$ cat config.mk
export PLATFORM = sky130hd
export DESIGN_NAME = mov_instruction_byte_decoder
export DESIGN_NICKNAME = d
export VERILOG_FILES = /design/src/sv/movdec_pkg.sv /design/src/sv/movdec_step.sv /design/src/sv/movdec_out.sv /design/src/sv/mov_instruction_byte_decoder.sv
export SDC_FILE = /design/constraint.sdc
export NUM_CORES = 1
export LEC_CHECK = 0
export ABC_AREA = 1
export BUFFER_PORTS_ARGS = -buffer_cell sky130_fd_sc_hd__buf_2
export CAP_MARGIN = 20
export CORE_AREA = 2 2 114 116
export DETAILED_ROUTE_END_ITERATION = 8
export DIE_AREA = 0 0 116 118
export PLACE_DENSITY_LB_ADDON = 0.2
export SLEW_MARGIN = 20
export SYNTH_ARGS = -nofsm -noshare
export SYNTH_HDL_FRONTEND = slang
export SYNTH_SLANG_ARGS = --single-unit
$ cat constraint.sdc
create_clock -name clk -period 8.8 [get_ports clk]
set_input_delay 1.76 -clock clk [delete_from_list [all_inputs] [get_ports clk]]
set_output_delay 1.76 -clock clk [all_outputs]
set_load 0.1 [all_outputs]
$ cat src/sv/movdec_pkg.sv
// shared types, codes and decode helpers for the mov byte decoder
package movdec_pkg;

  localparam logic [7:0] OP_REGMEM_VAL = 8'b1000_1000;
  localparam logic [7:0] OP_REGMEM_MSK = 8'b1111_1100;
  localparam logic [7:0] OP_IMM_VAL    = 8'b1011_0000;
  localparam logic [7:0] OP_IMM_MSK    = 8'b1111_0000;
  localparam logic [2:0] RM_DIRECT     = 3'b110;
  localparam logic [7:0] SIGN_BIT8     = 8'b1000_0000;
  localparam logic [15:0] SEXT_HIGH    = 16'b1111_1111_0000_0000;

  typedef enum logic [2:0] {
    PH_OPCODE  = 3'd0,
    PH_MODRM   = 3'd1,
    PH_DISP_LO = 3'd2,
    PH_DISP_HI = 3'd3,
    PH_DATA_LO = 3'd4,
    PH_DATA_HI = 3'd5
  } phase_t;

  typedef enum logic [1:0] {
    KIND_REGMEM  = 2'd0,
    KIND_IMM     = 2'd1,
    KIND_UNKNOWN = 2'd2
  } kind_t;

  typedef struct packed {
    phase_t     phase;
    logic [7:0] held_opcode;
    logic [7:0] held_modrm;
    logic [7:0] held_low_byte;
  } dec_state_t;

  typedef struct packed {
    logic [1:0]  kind;
    logic [7:0]  first_byte;
    logic        direction;
    logic        wide;
    logic [1:0]  mode;
    logic [2:0]  reg_code;
    logic [2:0]  rm_code;
    logic        direct_address;
    logic [1:0]  disp_size;
    logic [15:0] displacement;
    logic [15:0] immediate;
    logic [2:0]  length;
  } dec_result_t;

  function automatic logic [1:0] disp_need(input logic [7:0] modrm);
    logic [1:0] need;
    need = 2'd0;
    if (modrm[7:6] == 2'd1) begin
      need = 2'd1;
    end else if (modrm[7:6] == 2'd2) begin
      need = 2'd2;
    end else if (modrm[7:6] == 2'd0 && modrm[2:0] == RM_DIRECT) begin
      need = 2'd2;
    end
    return need;
  endfunction

  function automatic logic [15:0] sext8(input logic [7:0] b);
    return ((b & SIGN_BIT8) != 8'd0) ? (SEXT_HIGH | {8'd0, b}) : {8'd0, b};
  endfunction

  function automatic dec_result_t make_regmem(input logic [7:0] opcode,
                                              input logic [7:0] modrm,
                                              input logic [1:0] dsize,
                                              input logic [15:0] disp,
                                              input logic [2:0] len);
    dec_result_t r;
    r = '0;
    r.kind           = KIND_REGMEM;
    r.first_byte     = opcode;
    r.direction      = opcode[1];
    r.wide           = opcode[0];
    r.mode           = modrm[7:6];
    r.reg_code       = modrm[5:3];
    r.rm_code        = modrm[2:0];
    r.direct_address = (modrm[7:6] == 2'd0) && (modrm[2:0] == RM_DIRECT);
    r.disp_size      = dsize;
    r.displacement   = disp;
    r.length         = len;
    return r;
  endfunction

  function automatic dec_result_t make_imm(input logic [7:0] opcode,
                                           input logic [15:0] imm,
                                           input logic [2:0] len);
    dec_result_t r;
    r = '0;
    r.kind      = KIND_IMM;
    r.first_byte = opcode;
    r.wide      = opcode[3];
    r.reg_code  = opcode[2:0];
    r.immediate = imm;
    r.length    = len;
    return r;
  endfunction

endpackage

$ cat src/sv/movdec_step.sv
// next-state and result logic for one instruction byte
module movdec_step import movdec_pkg::*; (
  input  dec_state_t  cur,
  input  logic [7:0]  code_byte,
  output dec_state_t  nxt,
  output logic        emit,
  output dec_result_t result
);

  always_comb begin
    nxt    = cur;
    emit   = 1'b0;
    result = '0;
    unique case (cur.phase)
      PH_MODRM: begin
        nxt.held_modrm = code_byte;
        if (disp_need(code_byte) == 2'd0) begin
          emit      = 1'b1;
          result    = make_regmem(cur.held_opcode, code_byte, 2'd0, 16'd0, 3'd2);
          nxt.phase = PH_OPCODE;
        end else begin
          nxt.phase = PH_DISP_LO;
        end
      end
      PH_DISP_LO: begin
        if (disp_need(cur.held_modrm) == 2'd1) begin
          emit      = 1'b1;
          result    = make_regmem(cur.held_opcode, cur.held_modrm, 2'd1,
                                  sext8(code_byte), 3'd3);
          nxt.phase = PH_OPCODE;
        end else begin
          nxt.held_low_byte = code_byte;
          nxt.phase         = PH_DISP_HI;
        end
      end
      PH_DISP_HI: begin
        emit      = 1'b1;
        result    = make_regmem(cur.held_opcode, cur.held_modrm, 2'd2,
                                {code_byte, cur.held_low_byte}, 3'd4);
        nxt.phase = PH_OPCODE;
      end
      PH_DATA_LO: begin
        if (!cur.held_opcode[3]) begin
          emit      = 1'b1;
          result    = make_imm(cur.held_opcode, sext8(code_byte), 3'd2);
          nxt.phase = PH_OPCODE;
        end else begin
          nxt.held_low_byte = code_byte;
          nxt.phase         = PH_DATA_HI;
        end
      end
      PH_DATA_HI: begin
        emit      = 1'b1;
        result    = make_imm(cur.held_opcode, {code_byte, cur.held_low_byte}, 3'd3);
        nxt.phase = PH_OPCODE;
      end
      default: begin
        // opcode phase, and any unreachable phase code
        nxt.held_opcode = code_byte;
        if ((code_byte & OP_REGMEM_MSK) == OP_REGMEM_VAL) begin
          nxt.phase = PH_MODRM;
        end else if ((code_byte & OP_IMM_MSK) == OP_IMM_VAL) begin
          nxt.phase = PH_DATA_LO;
        end else begin
          emit              = 1'b1;
          result            = '0;
          result.kind       = KIND_UNKNOWN;
          result.first_byte = code_byte;
          result.length     = 3'd1;
          nxt.phase         = PH_OPCODE;
        end
      end
    endcase
  end

endmodule

$ cat src/sv/movdec_out.sv
// result register with a skid stage
module movdec_out import movdec_pkg::*; (
  input  logic        clk,
  input  logic        rst,
  input  logic        push,
  input  dec_result_t push_data,
  input  logic        out_stall,
  output logic        out_valid,
  output dec_result_t out_data,
  output logic        skid_valid
);

  dec_result_t skid_data;
  logic        take;

  assign take = out_valid && !out_stall;

  always_ff @(posedge clk) begin
    if (rst) begin
      out_valid  <= 1'b0;
      skid_valid <= 1'b0;
    end else begin
      if (skid_valid) begin
        if (take) begin
          out_valid  <= 1'b1;
          out_data   <= skid_data;
          skid_valid <= 1'b0;
        end
      end else if (push) begin
        if (out_valid && out_stall) begin
          skid_valid <= 1'b1;
          skid_data  <= push_data;
        end else begin
          out_valid <= 1'b1;
          out_data  <= push_data;
        end
      end else if (take) begin
        out_valid <= 1'b0;
      end
    end
  end

endmodule

$ cat src/sv/mov_instruction_byte_decoder.sv
// top level of the byte-serial mov instruction decoder
//
// input channel: one instruction byte per item on code_byte, in_valid/in_stall.
// output channel: one decoded instruction per item, out_valid/out_stall, with
//   kind, opcode, d/w bits, modrm fields, displacement, immediate and length.
// the decoder keeps the partial instruction (opcode, modrm, low byte, phase)
//   and emits a result on the byte that completes a register/memory mov or an
//   immediate-to-register mov; a byte that starts neither gives an unknown
//   result at once. bytes after the opcode are always taken as operand data.
// the last byte of an instruction pushes its result into the result register,
//   or into the skid stage while the receiver stalls. one byte per cycle is
//   taken while in_stall is low, through the combinational phase update.
// when the receiver stalls, the pending result holds and one more result can
//   land in the skid stage; in_stall rises only while that stage is full.
// reset (synchronous, active high) returns to the opcode phase, clears the
//   held bytes and empties both output stages.
module mov_instruction_byte_decoder import movdec_pkg::*; (
  input  logic               clk,
  input  logic               rst,
  input  logic               in_valid,
  output logic               in_stall,
  input  logic [7:0]         code_byte,
  output logic               out_valid,
  input  logic               out_stall,
  output logic [1:0]         kind,
  output logic [7:0]         first_byte,
  output logic               direction,
  output logic               wide,
  output logic [1:0]         mode,
  output logic [2:0]         reg_code,
  output logic [2:0]         rm_code,
  output logic               direct_address,
  output logic [1:0]         disp_size,
  output logic signed [15:0] displacement,
  output logic signed [15:0] immediate,
  output logic [2:0]         length
);

  // decode state of the instruction in flight
  dec_state_t  state;
  dec_state_t  state_next;
  logic        emit;
  dec_result_t step_result;
  dec_result_t res;
  logic        skid_valid;
  logic        accept;

  // a byte is taken whenever the skid stage has room
  assign in_stall = skid_valid;
  assign accept   = in_valid && !in_stall;

  movdec_step u_step (
    .cur       (state),
    .code_byte (code_byte),
    .nxt       (state_next),
    .emit      (emit),
    .result    (step_result)
  );

  // state advances only on accepted bytes
  always_ff @(posedge clk) begin
    if (rst) begin
      state <= '{phase: PH_OPCODE, held_opcode: 8'd0, held_modrm: 8'd0,
                 held_low_byte: 8'd0};
    end else if (accept) begin
      state <= state_next;
    end
  end

  movdec_out u_out (
    .clk        (clk),
    .rst        (rst),
    .push       (accept && emit),
    .push_data  (step_result),
    .out_stall  (out_stall),
    .out_valid  (out_valid),
    .out_data   (res),
    .skid_valid (skid_valid)
  );

  // unpack the result register onto the ports
  assign kind           = res.kind;
  assign first_byte     = res.first_byte;
  assign direction      = res.direction;
  assign wide           = res.wide;
  assign mode           = res.mode;
  assign reg_code       = res.reg_code;
  assign rm_code        = res.rm_code;
  assign direct_address = res.direct_address;
  assign disp_size      = res.disp_size;
  assign displacement   = $signed(res.displacement);
  assign immediate      = $signed(res.immediate);
  assign length         = res.length;

  // the skid stage only fills behind a held result
  a_skid_behind_out: assert property (@(posedge clk) disable iff (rst)
    skid_valid |-> out_valid)
    else $error("skid stage full with empty result register");

  // last displacement byte always produces a result
  a_disp_hi_emits: assert property (@(posedge clk) disable iff (rst)
    (accept && state.phase == PH_DISP_HI) |=> out_valid)
    else $error("no result after final displacement byte");

  // unknown bytes are single-byte results
  a_unknown_len: assert property (@(posedge clk) disable iff (rst)
    (out_valid && kind == KIND_UNKNOWN) |-> (length == 3'd1 && disp_size == 2'd0))
    else $error("unknown result with bad length");

  // register/memory results carry no immediate
  a_regmem_no_imm: assert property (@(posedge clk) disable iff (rst)
    (out_valid && kind == KIND_REGMEM) |-> (immediate == 16'sd0 && disp_size != 2'd3))
    else $error("malformed register/memory result");

endmodule
After elaboration in Yosys (flattened, before gate mapping):

Cells that the tools add are included.

* input bits: 12
* register bits after elaboration: 145
* logic and storage cells: 117

* reductions and logical operators: 22
* bitwise logic cells: 3
* eq/ne operators: 19
* mux-type cells: 43

Operators by type and width (count)
* two-way mux 58 bit: 6
* one-hot mux 58 bit (5 select lines): 1
* two-way mux 56 bit: 2
* two-way mux 57 bit: 1
* two-way mux 2 bit: 10
* two-way mux 16 bit: 1
* two-way mux 8 bit: 2
* one-hot mux 8 bit (2 select lines): 1
* two-way mux 1 bit: 14
* equality test 3 bit, second input constant: 4
* one-hot mux 3 bit (4 select lines): 1
* AND reduction 4 bit: 3
* two-way mux 3 bit: 3
* equality test 2 x 1 -> 1 bit, second input constant: 3
* equality test 3 x 2 -> 1 bit, second input constant: 2
* equality test 6 bit, second input constant: 1
* logical AND 1 bit: 6
* zero test 2 bit: 3
* inequality test 2 bit, second input constant: 3
* nonzero test 2 bit: 3
* OR reduction 5 bit: 1
* equality test 2 bit, second input constant: 2
* equality test 4 bit, second input constant: 1
* one-hot mux 1 bit (4 select lines): 1
* 8 further kinds: 12

Longest topological paths before layout:

* depth in word-level cells: 12
* depth in mapped cells: 10

By module:

Synthesis repeated with hierarchy kept, for this count alone.

* cell total of the unflattened synthesis: 814
* area, all modules: 7120.6 um2

Modules (own cells, without submodules)
* movdec_out: instances 1, area each 4346.7 um2, cells each 326
* movdec_step: instances 1, area each 1569.0 um2, cells each 312
* mov_instruction_byte_decoder: instances 1, area each 1204.9 um2, cells each 176

Worst setup path after synthesis:

No wires, ideal clock.

* kind: input-to-reg
* start: in code_byte[6]
* end: reg u_out.out_data[0] (netlist name), enable pin
* data required time: 8.309 ns
* data arrival time: 5.293 ns
* library setup time: 0.491 ns
* setup slack: 3.016 ns
* path buffers: 1
* stages on the path: 8
* cells stage by stage: clkbuf_2 nor2_1 nand2_1 nand2_1 nand2_4 nand4_1 nand2_1 a21oi_1

* cells in the longest elaborated chain, start to end: 12
* elaborated cells on any way between the ends: 18

RTL lines
* start: declaration: line mov_instruction_byte_decoder.sv:22 `input logic [7:0] code_byte,`
* zero test 2 bit: line movdec_pkg.sv:56 `end else if (modrm[7:6] == 2'd0 && modrm[2:0] == RM_DIRECT) begin`
* logical AND 1 bit: line movdec_pkg.sv:56
* two-way mux 2 bit: line movdec_pkg.sv:56
* two-way mux 2 bit: line movdec_pkg.sv:54 `end else if (modrm[7:6] == 2'd2) begin`
* two-way mux 2 bit: line movdec_pkg.sv:52 `if (modrm[7:6] == 2'd1) begin`
* two-way mux 2 bit: line movdec_step.sv:14 `unique case (cur.phase)`
* zero test 2 bit: line movdec_step.sv:17 `if (disp_need(code_byte) == 2'd0) begin`
* two-way mux 1 bit: line movdec_step.sv:17
* one-hot mux 1 bit (4 select lines) *: line movdec_step.sv:14
* logical AND 1 bit *: line mov_instruction_byte_decoder.sv:73 `.push (accept && emit),`
* nonzero test 2 bit (no line) *
* AND reduction 4 bit (no line) *
* end signal: assignment: line movdec_out.sv:26 `out_data <= skid_data;`
* end signal: assignment: line movdec_out.sv:35 `out_data <= push_data;`
* end: declaration: line movdec_out.sv:9 `output dec_result_t out_data,`

Every way passes the cells marked *; elsewhere a longest branch is shown, timed or not. The select of a mux whose other input is x is not followed.
A chain may end at the register's enable or synchronous reset.

Final worst setup path:

* start: in code_byte[0]
* end: reg u_out.skid_data[53] (netlist name), enable pin

* cells in the longest elaborated chain, start to end: 11

RTL lines
* equality test 3 bit: line movdec_pkg.sv:56
* logical AND 1 bit: line movdec_pkg.sv:56
* two-way mux 2 bit: line movdec_pkg.sv:56
* two-way mux 2 bit: line movdec_pkg.sv:54
* two-way mux 2 bit: line movdec_pkg.sv:52
* two-way mux 2 bit: line movdec_step.sv:14
* zero test 2 bit: line movdec_step.sv:17
* two-way mux 1 bit: line movdec_step.sv:17
* one-hot mux 1 bit (4 select lines): line movdec_step.sv:14
* logical AND 1 bit: line mov_instruction_byte_decoder.sv:73
* AND reduction 4 bit (no line)
* end signal: assignment: line movdec_out.sv:32 `skid_data <= push_data;`
* end: declaration: line movdec_out.sv:13 `dec_result_t skid_data;`

No other way between the ends. The select of a mux whose other input is x is not followed.

==> run_results.csv <==
group,metric,value,unit
run_status,status,"complete, no violations",
cts,clkTransAtPathRegs,60,ps
worst_setup_path,reg2regPathDepth,7,
yosys,synth_top_family_by_area,"simple AND/OR/NAND/NOR gates",
hold_path,min_from,"state[7]",
cts,htree_levels,4,
worst_setup_path,crit_fanout,38,
floorplanning,ioPinCount,72,
global_routing,grt_max_degree,63,
timing,tns,0,ps
worst_setup_path,timing.rr.start,"state[24]",
worst_setup_path,cp_slowest_stage_delay,520,ps
global_routing,grt-ovfl-total,0,
worst_setup_path,cp.arrival,3750,ps
yosys,syn_area_per_cell,10.6,sq um
hold_path,holdPathStages,2,
detailed_routing,ant_nets,0,
timing,setup_violations,0,
timing,clock.fmax,271,MHz
yosys,mappedNetlistArea,6140,sq um
worst_setup_path,required,8860,ps
power_and_ir_drop,total_power,0.00173,W
floorplanning,initial_core_util,0.495,
worst_setup_path,slowest_stage,"buf_4",
timing,rsz0062_at_grt,"no",
timing,finalCriticalPeriod,3690,ps
placement,numPortBuffers,71,
yosys,ys_warn_count,0,
detailed_routing,route.final.wire_length,14.2,mm
floorplanning,die_height,118,microns
cts,postCtsResizedCells,0,
cts,cts_tree,"built",
cts,cts_sinks,143,
yosys,synth_fp_nets,593,
timing,min_period_over_period,0.419,
floorplanning,fp-row-count,41,
yosys,yosys.area_share.simple,0.185,
cts,hold_buffers,0,
worst_setup_path,r2r_slack,5820,ps
layout,diodes,0,
worst_setup_path,r2r-end,"u_out.skid_data[53]",
placement,gp_congestion,0.886,
hold_path,hp-class,"reg -> reg",
power_and_ir_drop,ir_drop,0.123,mV
layout,mostFrequentLayoutCells,"nand2_1, edfxtp_1, buf_2",
detailed_routing,wl_per_cell,17.0,microns
yosys,synth_fa_ha_area_frac,0,
power_and_ir_drop,leakage,2.91,nW
worst_setup_path,critPathKind,"in -> reg",
timing,hold_viol_final,0,
global_routing,grt_pass1_wl,22.5,mm
layout,final_cells,833,
placement,hpwl,9.53,mm
cts,clk_latency,420,ps
global_routing,antenna_found_initial,0,
yosys,yosysSeqAreaShare,0.652,
layout,synthToLayoutAreaGrowth,17.3,%
run,drv_cap,0,
layout,drive_gt1_frac,0.224,
layout,nNetsFinal,660,
detailed_routing,drc,0,
detailed_routing,via_count,4414,
worst_setup_path,cp-end-kind,"flip-flop",
detailed_routing,dr.pass1.iters,5,
yosys,synthXorXnorAreaFrac,0,
timing,drv_slew,0,
detailed_routing,viasPerCell,5.30,
timing,maxSlewHeadroom,0.392,
worst_setup_path,crit_family,"buffers and inverters",
placement,place_inst,801,
detailed_routing,drtIter0Drc,417,
floorplanning,design.core.area,12400,sq um
cts,clockBufferDepth,2,
yosys,ys_ff_latch,143,
yosys,synth_compound_area_frac,0.109,
cts,cts_root_buffer,"clkbuf_16",
worst_setup_path,path_cells,"buf_2, inv_2, nand3_1, nand2_1, nand2_1, nand2_4, nand4_1, nand4_1, inv_2, buf_4",
worst_setup_path,cp_num_buf_inv,4,
worst_setup_path,startpoint_type,"input pin",
yosys,ys_types,34,
yosys,netlist_instances,581,
cts,numCtsBuffers,17,
timing,worst_pin_slew,905,ps
timing,skew,6.67,ps
power_and_ir_drop,p_per_area,241,nW/um^2
floorplanning,die_x,116,microns
global_routing,track_usage,0.220,
global_routing,grt_pass1_vias,4197,
layout,final_common_cell,"nand2_1",
layout,utilization,0.580,
cts,cts_setup_buffers,0,
hold_path,min_to,"state[7]",
floorplanning,dieArea,13700,sq um
yosys,synth_mux_area_frac,0,
==> flip-flops by register name (all words and copies together) (netlist names) <==
signal            flops
u_out.out_data       57
u_out.skid_data      57
state                27
u_out.out_valid       1
u_out.skid_valid      1
==> power by group <==
| group | internal (W) | switching (W) | total [W] |
|---|---|---|---|
| clock | 0.000479 | 0.000271 | 0.000750 |
| sequential | 0.000758 | 0.0000123 | 0.000770 |
| combinational | 0.0000306 | 0.000182 | 0.000213 |
| total | 0.00127 | 0.000465 | 0.00173 |
==> tightest hold or removal path: stages (launching register included) <==
cell and delay, ps:
dfxtp_1 290, inv_1 90, a21oi_1 70
==> Yosys cell counts, drive strengths merged <==
cell,count,area (sq um)
edfxtp,114,3420
a211oi,8,60.1
inv,44,170
a31oi,3,18.8
a21oi,29,153
nor3,1,16.3
o211ai,5,37.5
or2,1,6.26
nor2,26,135
clkbuf,14,53.8
buf,13,113
nand4,5,31.3
o21ai,49,260
nand2,198,771
nor4,2,27.5
o22ai,15,138
nand3,25,148
dfxtp,29,581
==> layout make-up <==
| cell class | instances | area (sq um) |
|---|---|---|
| fill | 1106 | 5210 |
| sequential | 143 | 4010 |
| multi-input combinational | 367 | 1810 |
| clock buffer | 20 | 447 |
| timing repair buffer | 75 | 385 |
| tap | 172 | 215 |
| inverter | 44 | 170 |
| clock inverter | 12 | 166 |
==> worst max-delay path by stage <==
| stage | slack, ps | to | depth (start not counted) | startpoint |
|---|---|---|---|---|
| after floorplan | 3020 | u_out.out_data[0] | 8 | code_byte[6] |
| after global placement | 4760 | u_out.skid_data[52] | 10 | code_byte[0] |
| after detailed placement | 4680 | u_out.skid_data[52] | 9 | code_byte[3] |
| after CTS | 5110 | u_out.skid_data[54] | 9 | code_byte[3] |
| after global routing | 4940 | u_out.skid_data[50] | 9 | code_byte[3] |
| final | 5110 | u_out.skid_data[53] | 10 | code_byte[0] |
==> cells by family after synthesis <==
kind of cell / count (synthesis)
and+or+nand+nor: 258
DFF: 143
buffers and inverters: 71
AOI/OAI and AO/OA: 109
==> through the flow <==
step	setup WS [ps]	hold WS (ps)	cell area, sq um
2_1_floorplan	3020	439	6140
3_3_place_gp	4760	464	6590
3_5_place_dp	4680	489	6590
4_1_cts	5110	495	7200
5_1_grt	4940	510	7200
6_report	5110	504	7200
==> layer usage <==
layer  vias to the layer above  track usage  share of wire
met3                        34       0.0536          0.078
met4                         0       0.0975          0.027
met2                       184        0.317           0.45
li1                       2125            -              -
met1                      2071        0.316           0.44
met5                         -            0              0
Note: power is estimated with default switching activity, not from simulation.
